--- src/nitr_pkg.sv ---
// Shared types and constants for the nested interval timestamp recorder.
`timescale 1ns / 1ps
`default_nettype none
package nitr_pkg;

  localparam int unsigned TableDepth = 16;
  localparam int unsigned IdxW       = $clog2(TableDepth);
  localparam int unsigned CntW       = $clog2(TableDepth + 1);
  localparam int unsigned TimeW      = 32;
  localparam int unsigned LabelW     = 16;
  localparam int unsigned LevelW     = 4;
  localparam int unsigned StatusW    = 3;

  typedef enum logic [1:0] {
    CMD_BEGIN = 2'd0,
    CMD_END   = 2'd1,
    CMD_READ  = 2'd2,
    CMD_TOTAL = 2'd3
  } nitr_cmd_e;

  typedef enum logic [StatusW-1:0] {
    ST_OK          = 3'd0,
    ST_FULL        = 3'd1,
    ST_NONE_ACTIVE = 3'd2,
    ST_BAD_INDEX   = 3'd3,
    ST_RUNNING     = 3'd4,
    ST_EMPTY       = 3'd5
  } nitr_status_e;

  typedef struct packed {
    nitr_cmd_e          cmd;
    logic [TimeW-1:0]   time_us;
    logic [LabelW-1:0]  label;
    logic [IdxW-1:0]    idx;
  } nitr_req_t;

  typedef struct packed {
    nitr_status_e       status;
    logic [LevelW-1:0]  level;
    logic [LabelW-1:0]  label;
    logic               finished;
    logic [TimeW-1:0]   duration;
  } nitr_result_t;

endpackage
`default_nettype wire

--- src/nitr_exec.sv ---
// Entry table, open-interval stack and per-command result logic.
`timescale 1ns / 1ps
`default_nettype none
module nitr_exec (
  input  wire logic                  clk_i,
  input  wire logic                  rst_ni,
  input  wire logic                  fire_i,
  input  wire nitr_pkg::nitr_req_t   req_i,
  output nitr_pkg::nitr_result_t     res_o
);

  logic [nitr_pkg::TimeW-1:0]  start_times_q [nitr_pkg::TableDepth];
  logic [nitr_pkg::TimeW-1:0]  end_times_q   [nitr_pkg::TableDepth];
  logic [nitr_pkg::LevelW-1:0] levels_q      [nitr_pkg::TableDepth];
  logic [nitr_pkg::LabelW-1:0] labels_q      [nitr_pkg::TableDepth];
  logic [nitr_pkg::IdxW-1:0]   stack_q       [nitr_pkg::TableDepth];
  logic [nitr_pkg::TableDepth-1:0] done_q, done_d;

  logic [nitr_pkg::CntW-1:0]  used_q, used_d;
  logic [nitr_pkg::CntW-1:0]  depth_q, depth_d;
  logic [nitr_pkg::TimeW-1:0] first_start_q, first_start_d;
  logic [nitr_pkg::TimeW-1:0] last_end_q, last_end_d;

  logic [nitr_pkg::IdxW-1:0]  new_idx;
  logic [nitr_pkg::IdxW-1:0]  push_ptr;
  logic [nitr_pkg::IdxW-1:0]  pop_ptr;
  logic [nitr_pkg::IdxW-1:0]  pop_idx;
  logic [nitr_pkg::CntW-1:0]  depth_dec;
  logic [nitr_pkg::CntW-1:0]  used_dec;
  logic                       do_begin;
  logic                       do_end;
  nitr_pkg::nitr_result_t     res;

  assign new_idx   = used_q[nitr_pkg::IdxW-1:0];
  assign push_ptr  = depth_q[nitr_pkg::IdxW-1:0];
  assign depth_dec = depth_q - nitr_pkg::CntW'(1);
  assign used_dec  = used_q - nitr_pkg::CntW'(1);
  assign pop_ptr   = depth_dec[nitr_pkg::IdxW-1:0];
  assign pop_idx   = stack_q[pop_ptr];

  always_comb begin
    res           = '0;
    res.status    = nitr_pkg::ST_OK;
    do_begin      = 1'b0;
    do_end        = 1'b0;
    used_d        = used_q;
    depth_d       = depth_q;
    done_d        = done_q;
    first_start_d = first_start_q;
    last_end_d    = last_end_q;
    case (req_i.cmd)
      nitr_pkg::CMD_BEGIN: begin
        if (used_q >= nitr_pkg::CntW'(nitr_pkg::TableDepth) ||
            depth_q >= nitr_pkg::CntW'(nitr_pkg::TableDepth)) begin
          res.status = nitr_pkg::ST_FULL;
        end else begin
          do_begin        = fire_i;
          used_d          = used_q + nitr_pkg::CntW'(1);
          depth_d         = depth_q + nitr_pkg::CntW'(1);
          done_d[new_idx] = 1'b0;
          if (used_q == '0) begin
            first_start_d = req_i.time_us;
          end
        end
      end
      nitr_pkg::CMD_END: begin
        if (depth_q == '0) begin
          res.status = nitr_pkg::ST_NONE_ACTIVE;
        end else begin
          do_end          = fire_i;
          depth_d         = depth_dec;
          done_d[pop_idx] = 1'b1;
          // last entry's end is the one the total span needs
          if (pop_idx == used_dec[nitr_pkg::IdxW-1:0]) begin
            last_end_d = req_i.time_us;
          end
        end
      end
      nitr_pkg::CMD_READ: begin
        if ({1'b0, req_i.idx} >= used_q) begin
          res.status = nitr_pkg::ST_BAD_INDEX;
        end else begin
          res.level    = levels_q[req_i.idx];
          res.label    = labels_q[req_i.idx];
          res.finished = done_q[req_i.idx];
          if (done_q[req_i.idx]) begin
            res.duration = end_times_q[req_i.idx] - start_times_q[req_i.idx];
          end
        end
      end
      nitr_pkg::CMD_TOTAL: begin
        if (used_q == '0) begin
          res.status = nitr_pkg::ST_EMPTY;
        end else if (depth_q != '0) begin
          res.status = nitr_pkg::ST_RUNNING;
        end else begin
          res.duration = last_end_q - first_start_q;
        end
      end
      default: begin
        res.status = nitr_pkg::ST_OK;
      end
    endcase
  end

  assign res_o = res;

  always_ff @(posedge clk_i or negedge rst_ni) begin
    if (!rst_ni) begin
      used_q  <= '0;
      depth_q <= '0;
      done_q  <= '0;
    end else if (fire_i) begin
      used_q  <= used_d;
      depth_q <= depth_d;
      done_q  <= done_d;
    end
  end

  always_ff @(posedge clk_i) begin
    if (fire_i) begin
      first_start_q <= first_start_d;
      last_end_q    <= last_end_d;
    end
    if (do_begin) begin
      start_times_q[new_idx] <= req_i.time_us;
      labels_q[new_idx]      <= req_i.label;
      levels_q[new_idx]      <= depth_q[nitr_pkg::LevelW-1:0];
      stack_q[push_ptr]      <= new_idx;
    end
    if (do_end) begin
      end_times_q[pop_idx] <= req_i.time_us;
    end
  end

endmodule
`default_nettype wire

--- src/nested_interval_timestamp_recorder_top.sv ---
// Top level of the nested interval timestamp recorder.
//
//   channel | valid      | stall      | payload
//   --------+------------+------------+----------------------------------------------
//   in      | in_valid_i | in_stall_o | command_i, time_us_i, label_tag_i,
//           |            |            | entry_index_i
//   out     | out_valid_o| out_stall_i| status_o, nesting_level_o, entry_label_o,
//           |            |            | entry_finished_o, duration_us_o
//
// One item per cycle while the output is not stalled; the input register captures an item and
// the table lookup/update then loads its result register from it.
// The 16-entry table lives in flip-flops, read and written in the same cycle.
// Reset clears the fill count, the open depth and the ended flags; table
// contents are left as they are. An output stall holds the result register
// and, once the input register is occupied, backs up into in_stall_o.
`timescale 1ns / 1ps
`default_nettype none
module nested_interval_timestamp_recorder_top (
  input  wire logic                           clk_i,
  input  wire logic                           rst_ni,
  input  wire logic                           in_valid_i,
  output      logic                           in_stall_o,
  input  wire logic [1:0]                     command_i,
  input  wire logic [nitr_pkg::TimeW-1:0]     time_us_i,
  input  wire logic [nitr_pkg::LabelW-1:0]    label_tag_i,
  input  wire logic [nitr_pkg::IdxW-1:0]      entry_index_i,
  output      logic                           out_valid_o,
  input  wire logic                           out_stall_i,
  output      logic [nitr_pkg::StatusW-1:0]   status_o,
  output      logic [nitr_pkg::LevelW-1:0]    nesting_level_o,
  output      logic [nitr_pkg::LabelW-1:0]    entry_label_o,
  output      logic                           entry_finished_o,
  output      logic [nitr_pkg::TimeW-1:0]     duration_us_o
);

  logic                   in_valid_q;
  nitr_pkg::nitr_req_t    req_q;
  logic                   out_valid_q;
  nitr_pkg::nitr_result_t res_q;
  nitr_pkg::nitr_result_t res;
  logic                   advance;
  logic                   fire;

  // the working stage moves whenever the result register is free or drained
  assign advance    = !out_valid_q || !out_stall_i;
  assign fire       = in_valid_q && advance;
  assign in_stall_o = in_valid_q && !advance;

  always_ff @(posedge clk_i or negedge rst_ni) begin
    if (!rst_ni) begin
      in_valid_q  <= 1'b0;
      out_valid_q <= 1'b0;
    end else begin
      if (!in_stall_o) begin
        in_valid_q <= in_valid_i;
      end
      if (advance) begin
        out_valid_q <= in_valid_q;
      end
    end
  end

  always_ff @(posedge clk_i) begin
    if (!in_stall_o && in_valid_i) begin
      req_q.cmd     <= nitr_pkg::nitr_cmd_e'(command_i);
      req_q.time_us <= time_us_i;
      req_q.label   <= label_tag_i;
      req_q.idx     <= entry_index_i;
    end
    if (fire) begin
      res_q <= res;
    end
  end

  nitr_exec u_exec (
    .clk_i  (clk_i),
    .rst_ni (rst_ni),
    .fire_i (fire),
    .req_i  (req_q),
    .res_o  (res)
  );

  assign out_valid_o      = out_valid_q;
  assign status_o         = res_q.status;
  assign nesting_level_o  = res_q.level;
  assign entry_label_o    = res_q.label;
  assign entry_finished_o = res_q.finished;
  assign duration_us_o    = res_q.duration;

endmodule
`default_nettype wire

--- config.mk ---
export PLATFORM = sky130hd
export DESIGN_NAME = nested_interval_timestamp_recorder_top
export DESIGN_NICKNAME = d
export VERILOG_FILES = /design/src/nitr_pkg.sv /design/src/nitr_exec.sv /design/src/nested_interval_timestamp_recorder_top.sv
export SDC_FILE = /design/constraint.sdc
export NUM_CORES = 1
export LEC_CHECK = 0
export ABC_AREA = 0
export ABC_CLOCK_PERIOD_IN_PS = 13600
export BUFFER_PORTS_ARGS = -buffer_cell sky130_fd_sc_hd__clkbuf_2
export CORE_MARGIN = 2
export CORE_UTILIZATION = 45
export CTS_BUF_LIST = sky130_fd_sc_hd__clkbuf_16
export CTS_CLUSTER_SIZE = 25
export DETAILED_ROUTE_END_ITERATION = 12
export MAX_ROUTING_LAYER = met4
export PLACE_DENSITY = 0.68
export SYNTH_ARGS = -nofsm -noshare
export SYNTH_HDL_FRONTEND = slang
export SYNTH_SLANG_ARGS = --single-unit
export TNS_END_PERCENT = 5
--- constraint.sdc ---
create_clock -name clk_i -period 13.6 [get_ports clk_i]
set_clock_uncertainty 0.2 [all_clocks]
set_input_delay 1.36 -clock clk_i [delete_from_list [all_inputs] [get_ports clk_i]]
set_output_delay 1.36 -clock clk_i [all_outputs]
set_load 0.02 [all_outputs]
# Yosys cells after proc, flatten, opt, wreduce, memory -nomap -nowiden
# Memory sizes are Yosys's and may differ from the RTL's. A register that Yosys moved wholly into a read port is not among the register bits.
# Index checks and enable logic that the tools add are counted.
dict set report word_totals {
  ff_bits 182
  ramBits 1408
  input_bits 58
  output_inout_bits 58
  elab_cells 99
  memories 5
}
# memory depth word_bits rd rd_ports_with_merged_regs wr line_no
set mem_list {}
lappend mem_list {u_exec.end_times_q 16 32 1 1 1 nitr_exec.sv:13} ;# logic [nitr_pkg::TimeW-1:0] end_times_q [nitr_pkg::TableDepth];
lappend mem_list {u_exec.start_times_q 16 32 1 1 1 nitr_exec.sv:12} ;# logic [nitr_pkg::TimeW-1:0] start_times_q [nitr_pkg::TableDepth];
lappend mem_list {u_exec.labels_q 16 16 1 1 1 nitr_exec.sv:15} ;# logic [nitr_pkg::LabelW-1:0] labels_q [nitr_pkg::TableDepth];
lappend mem_list {u_exec.levels_q 16 4 1 1 1 nitr_exec.sv:14} ;# logic [nitr_pkg::LevelW-1:0] levels_q [nitr_pkg::TableDepth];
lappend mem_list {u_exec.stack_q 16 4 1 0 1 nitr_exec.sv:16} ;# logic [nitr_pkg::IdxW-1:0] stack_q [nitr_pkg::TableDepth];
dict set report classes {
  n_addsub 6
  magnitude_cmp 8
  n_eq_ne 6
  n_mux 33
  bitwise_logic 6
  reduce_logical 21
}
# operator count
set op_table {}
lappend op_table {{two-way mux 32 bit} 4}
lappend op_table {{one-hot mux 32 bit (2 select lines)} 1}
lappend op_table {{subtractor 32 bit} 2}
lappend op_table {{two-way mux 16 bit} 2}
lappend op_table {{one-hot mux 16 bit (2 select lines)} 1}
lappend op_table {{bitwise AND 16 bit} 1}
lappend op_table {{NOT 16 bit} 1}
lappend op_table {{OR 16 bit} 1}
lappend op_table {{< comparator 4 x 5 -> 1 bit (second input constant)} 3}
lappend op_table {{two-way mux 1 bit} 12}
lappend op_table {{one-hot mux 3 bit (4 select lines)} 1}
lappend op_table {{AND reduction 4 bit} 3}
lappend op_table {{adder 5 x 1 -> 5 bit (second input constant)} 2}
lappend op_table {{greater-or-equal comparator 5 bit (second input constant)} 2}
lappend op_table {{zero test 5 bit} 2}
lappend op_table {{two-way mux 5 bit} 2}
lappend op_table {{one-hot mux 5 bit (2 select lines)} 1}
lappend op_table {{demux 1 bit (select 4 bit)} 2}
lappend op_table {{greater-or-equal comparator 4 x 1 -> 1 bit (second input constant)} 2}
lappend op_table {{two-way mux 4 bit} 2}
lappend op_table {{two-way mux 3 bit} 2}
lappend op_table {{greater-or-equal comparator 4 x 5 -> 1 bit} 1}
lappend op_table {{logical AND 1 bit} 5}
lappend op_table {{nonzero test 5 bit} 1}
lappend op_table {{other kinds (15)} 24}

# Longest topological paths before layout
# An unclocked memory read counts as a cell.
dict set report depth {
  word_depth 9
  depth_mapped 18
  ltp_nobuf 14
}

# By module
# From an unflattened synthesis, not the netlist that was laid out.
dict set report unflattened {
  hier_cells 2963
  area_unflattened_um2 63831.2
}
# mod n_inst cells_each area_per_inst_um2
set modules_own_cells {}
lappend modules_own_cells {nitr_exec 1 2845 60435.5}
lappend modules_own_cells {nested_interval_timestamp_recorder_top 1 118 3395.8}

# Worst setup path before layout
# OpenSTA, ideal clock, no wires.
dict set report synth_path {
  kind {input to register}
  from {input port out_stall_i}
  to {register u_exec.last_end_q[0] (netlist bit) (enable)}
  setup_ps 501
  arrival_ps 6167
  required_time_ps 12899
  path_slack_ps 6732
  path_stages 5
  n_path_buf 0
  path_cell_list {nand2_1 -> nand2_1 -> inv_1 -> nand3_1 -> nor4_1}
}
dict set report synth_between {
  elab_chain_cells 4
}
# item line_no
set synth_lines {}
lappend synth_lines {{start: declaration} nested_interval_timestamp_recorder_top.sv:28} ;# input wire logic out_stall_i,
lappend synth_lines {{zero test 1 bit} nested_interval_timestamp_recorder_top.sv:45} ;# assign advance = !out_valid_q || !out_stall_i;
lappend synth_lines {{logical OR 1 bit} nested_interval_timestamp_recorder_top.sv:45}
lappend synth_lines {{logical AND 1 bit} nested_interval_timestamp_recorder_top.sv:46} ;# assign fire = in_valid_q && advance;
lappend synth_lines {{via fire} nested_interval_timestamp_recorder_top.sv:42} ;# logic fire;
lappend synth_lines {{AND reduction 4 bit (no line)} -}
lappend synth_lines {{end signal: assignment} nitr_exec.sv:123} ;# last_end_q <= last_end_d;
lappend synth_lines {{end: declaration} nitr_exec.sv:22} ;# logic [nitr_pkg::TimeW-1:0] last_end_q, last_end_d;
# The timed path passes the listed nets, and every way through them passes these cells.
# A chain may end at the register's enable or synchronous reset.

==> results.md <==
* Status: completed
* Fin. Hold Viols at 0
* Final Max Tran Viols at 0
* Global route overflow at 0
* Worst Setup Slack, final at approximately 7.7 ns
* Post-synth cell types at 65
* Fin crit share at 43.63%
* Sequential area share after synthesis at 75.87%
* CTS tree: yes
* Initial antenna violation count at 5
* Total CTS buffers at 165
* Worst Tran Pin Value at approximately 1.3 ns
* Slew headroom at 14.30%
* CP Capture Type: flip-flop
* Syn Nets at 3052
* Commonest non-fill, non-tap cell in the layout: edfxtp_1
* Layout area overhead at 13.28%
* Peak VDD IR at between 0.1 and 0.15 mV
* Clk_lat worst skew at 0.82 ns
* PwrDens at approximately 150 nW/um2
* Reg2Reg Depth at 13
* Routed wire per std cell at 29.47 um
* Gp weighted congestion at 0.8147
* Clk root buf: clkbuf_16
* Remaining DRCs at 0
* Global Route Usage Sum at 21.68%
* H-tree levels at 4
* Post-Syn Area at 63640 um2
* Fillcell total at between 10000 and 15000
* Die H at 380.1 um
* Hold_buf cts at 0
* Largest family of logic cells by synthesized area: multiplexers
* Final Power at between 10 and 15 mW
* FMAX at 0.1685 GHz
* Post-synthesis cell count at 2917
* R2r setup slk at 7.67 ns
* Post-CTS setup buffer count at 0
* Max Cap Viol at 0
* Die footprint at 144500 um2
* Multiplexer share of the synthesized area at 15.80%
* Vias/cell at between 5 and 6
* Worst-path clk slew at around 0.06 ns
* Initial Utilization at 45.50%
* Data required, critical path at about 14 ns
* Vias in the first global route at a little over 30000
* Yosys warning count at 0
* Ratio of cells with drive above 1 in the final layout at between 20% and 30%
* PortBufs at roughly 120
* EDFF count, synth at 1582
* Met1 usage at 29.53%
* DIE WIDTH at between 300 and 400 um
* Hold WC Path Type: flip-flop to flip-flop
* Dpl hpwl at 83620 um
* Largest net degree at the start of global routing at around 140
* Post-Route Setup TNS at 0 ns
* Xor/xnor share of the synthesized area at 1.030%
* Core region area at 139900 um2
* Drt initial violations at 3835
* Min-delay src: u_exec.done_q[11]$_DFFE_PN0P_
* Antenna-violating nets left at 0
* Post-Synth Adder-Cell Area at 1.537%
* Simple-gate share of the synthesized area at 1.960%
* FP Rows at about 140
* Syn Area/Cell at 21.82 um2
* RSZ-0062 raised after global routing: no
* Complex-gate fraction of the synthesized area at 2.404%
* Longest Clk Path Bufs at 3
* Critical path class: flip-flop to flip-flop
* Most frequent cells in the layout: 1582 x edfxtp_1, 445 x mux4_2, 165 x clkbuf_16, 127 x inv_1, 115 x clkbuf_2
* Arrival time worst endpoint at 6.22 ns
* Final wirelength at around 150000 um
* First-pass GRT wire length at 219000 um
* CTS sink cnt at 1614
* Met3 Track Usage GR at 3.624%
* Place WS at 7.658 ns
* Yosys reg bits at about 1600
* Tmin final at 5.933 ns
* WHS Path Cells at 2
* # setup viols final at 0
* Vias at 30588
* Ys async rst share at 1.735%
* Largest fanout on the critical path at 78
* Primary FF master, synth: edfxtp_1
* Met2 GRT Util at 34.28%
* Startpoint Class: flip-flop
* Static Leak at 23.47 nW
* GRT Max-Usage Layer: met2
* Post-CTS sizing at 0
* Final net count at 3266
* Drt pass-1 iters at 5
* Io pins at 116
==> Yosys cell counts, types with 5 or more instances <==
| cell type | instances | area [um2] |
|---|---|---|
| edfxtp_1 | 1582 | 47510 |
| or3_1 | 5 | 31.28 |
| o21ai_0 | 45 | 225.2 |
| o21ai_2 | 6 | 52.55 |
| buf_2 | 39 | 195.2 |
| buf_1 | 6 | 22.52 |
| nor3_1 | 16 | 80.08 |
| nand4_1 | 10 | 62.56 |
| dfrtp_1 | 28 | 700.7 |
| a21oi_1 | 62 | 310.3 |
| nand2_1 | 61 | 229.0 |
| mux4_2 | 445 | 10020 |
| a31oi_1 | 11 | 68.82 |
| nand3_1 | 9 | 45.04 |
| nor2_2 | 6 | 37.54 |
| nand2b_1 | 20 | 125.1 |
| o211ai_1 | 10 | 75.07 |
| o22ai_1 | 32 | 200.2 |
| ha_1 | 75 | 938.4 |
| nor2_1 | 66 | 247.7 |
| xnor2_1 | 41 | 359.1 |
| nor2b_1 | 32 | 200.2 |
| a21o_1 | 30 | 225.2 |
| inv_1 | 86 | 322.8 |
| o21bai_1 | 5 | 37.54 |
| clkbuf_1 | 79 | 296.5 |
| xor2_1 | 32 | 280.3 |
| and3_1 | 5 | 31.28 |
==> area by class of cell <==
| class | instances | area [um2] | area share (%) |
|---|---|---|---|
| sequential | 1614 | 48300 | 67.00 |
| multi-input combinational | 1088 | 14690 | 20.38 |
| clock buffer | 165 | 4129 | 5.727 |
| tap | 1876 | 2347 | 3.256 |
| clock inverter | 131 | 1224 | 1.697 |
| timing repair buffer | 176 | 1071 | 1.486 |
| inverter | 86 | 325.3 | 0.4512 |
| antenna | 1 | 2.502 | 0.003471 |
==> through the flow <==
stage | std cells | util, % | hold slack [ns] | area [um2]
after floorplan | 2917 | - | 0.2574 | 63640
after global placement | 4840 | 47.71 | 0.2891 | 66740
final | 5137 | 51.54 | 0.3084 | 72090
after CTS | 5136 | 51.54 | 0.3123 | 72090
after global routing | 5137 | 51.54 | 0.3260 | 72090
after detailed placement | 4840 | 47.71 | 0.2916 | 66740
==> path summary, 6_finish.rpt <==
path | to
max | duration_us_o[26]$_DFFE_PP_
max in group asynchronous | u_exec.done_q[0]$_DFFE_PN0P_
max reg2reg | duration_us_o[26]$_DFFE_PP_
min | u_exec.done_q[11]$_DFFE_PN0P_
min in group asynchronous | out_valid_o$_DFFE_PN0N_
min reg2reg | u_exec.done_q[11]$_DFFE_PN0P_
==> report_power, final <==
part | internal, mW | switching [mW]
Clock | 2.48 | 1.94
Sequential | 5.50 | 0.0909
Combinational | 0.368 | 0.458
==> registers in the layout, summed over array words and instances, names as in the netlist, 4 cells and up, named ones only <==
register,cells
req_q,54
nesting_level_o,4
u_exec.levels_q,64
u_exec.stack_q,64
u_exec.first_start_q,32
duration_us_o,32
u_exec.start_times_q,512
u_exec.labels_q,256
entry_label_o,16
u_exec.last_end_q,32
u_exec.end_times_q,512
u_exec.used_q,5
u_exec.depth_q,5
u_exec.done_q,16
==> critical path, cell delays in order, from the launching register on <==
cell	delay (ns)
dfxtp_4	0.81
buf_12	0.58
mux4_2	0.59
mux4_2	0.51
ha_1	0.25
fa_1	0.46
nand2b_1	0.18
a21oi_1	0.24
o211ai_1	0.32
o211ai_1	0.49
a311oi_1	0.29
o21ai_0	0.27
xnor2_1	0.17
o22ai_1	0.11
==> per-layer routing <==
layer | wire [um] | share of wire (%)
met5 | 0 | 0
met3 | 11400 | 7.5
met2 | 74970 | 50
met1 | 61660 | 41
met4 | 3357 | 2.2
==> kinds of logic (layout without fill, tap and decap cells) <==
logic type	count (synthesis)	after routing
other cells	0	1
mux	448	448
compound gates	241	241
simple gates	248	248
flops	1614	1614
xor+xnor	74	74
buf+inv	215	558
fa+ha+maj	77	77
No activity file was read; power rests on OpenSTA's default activity.
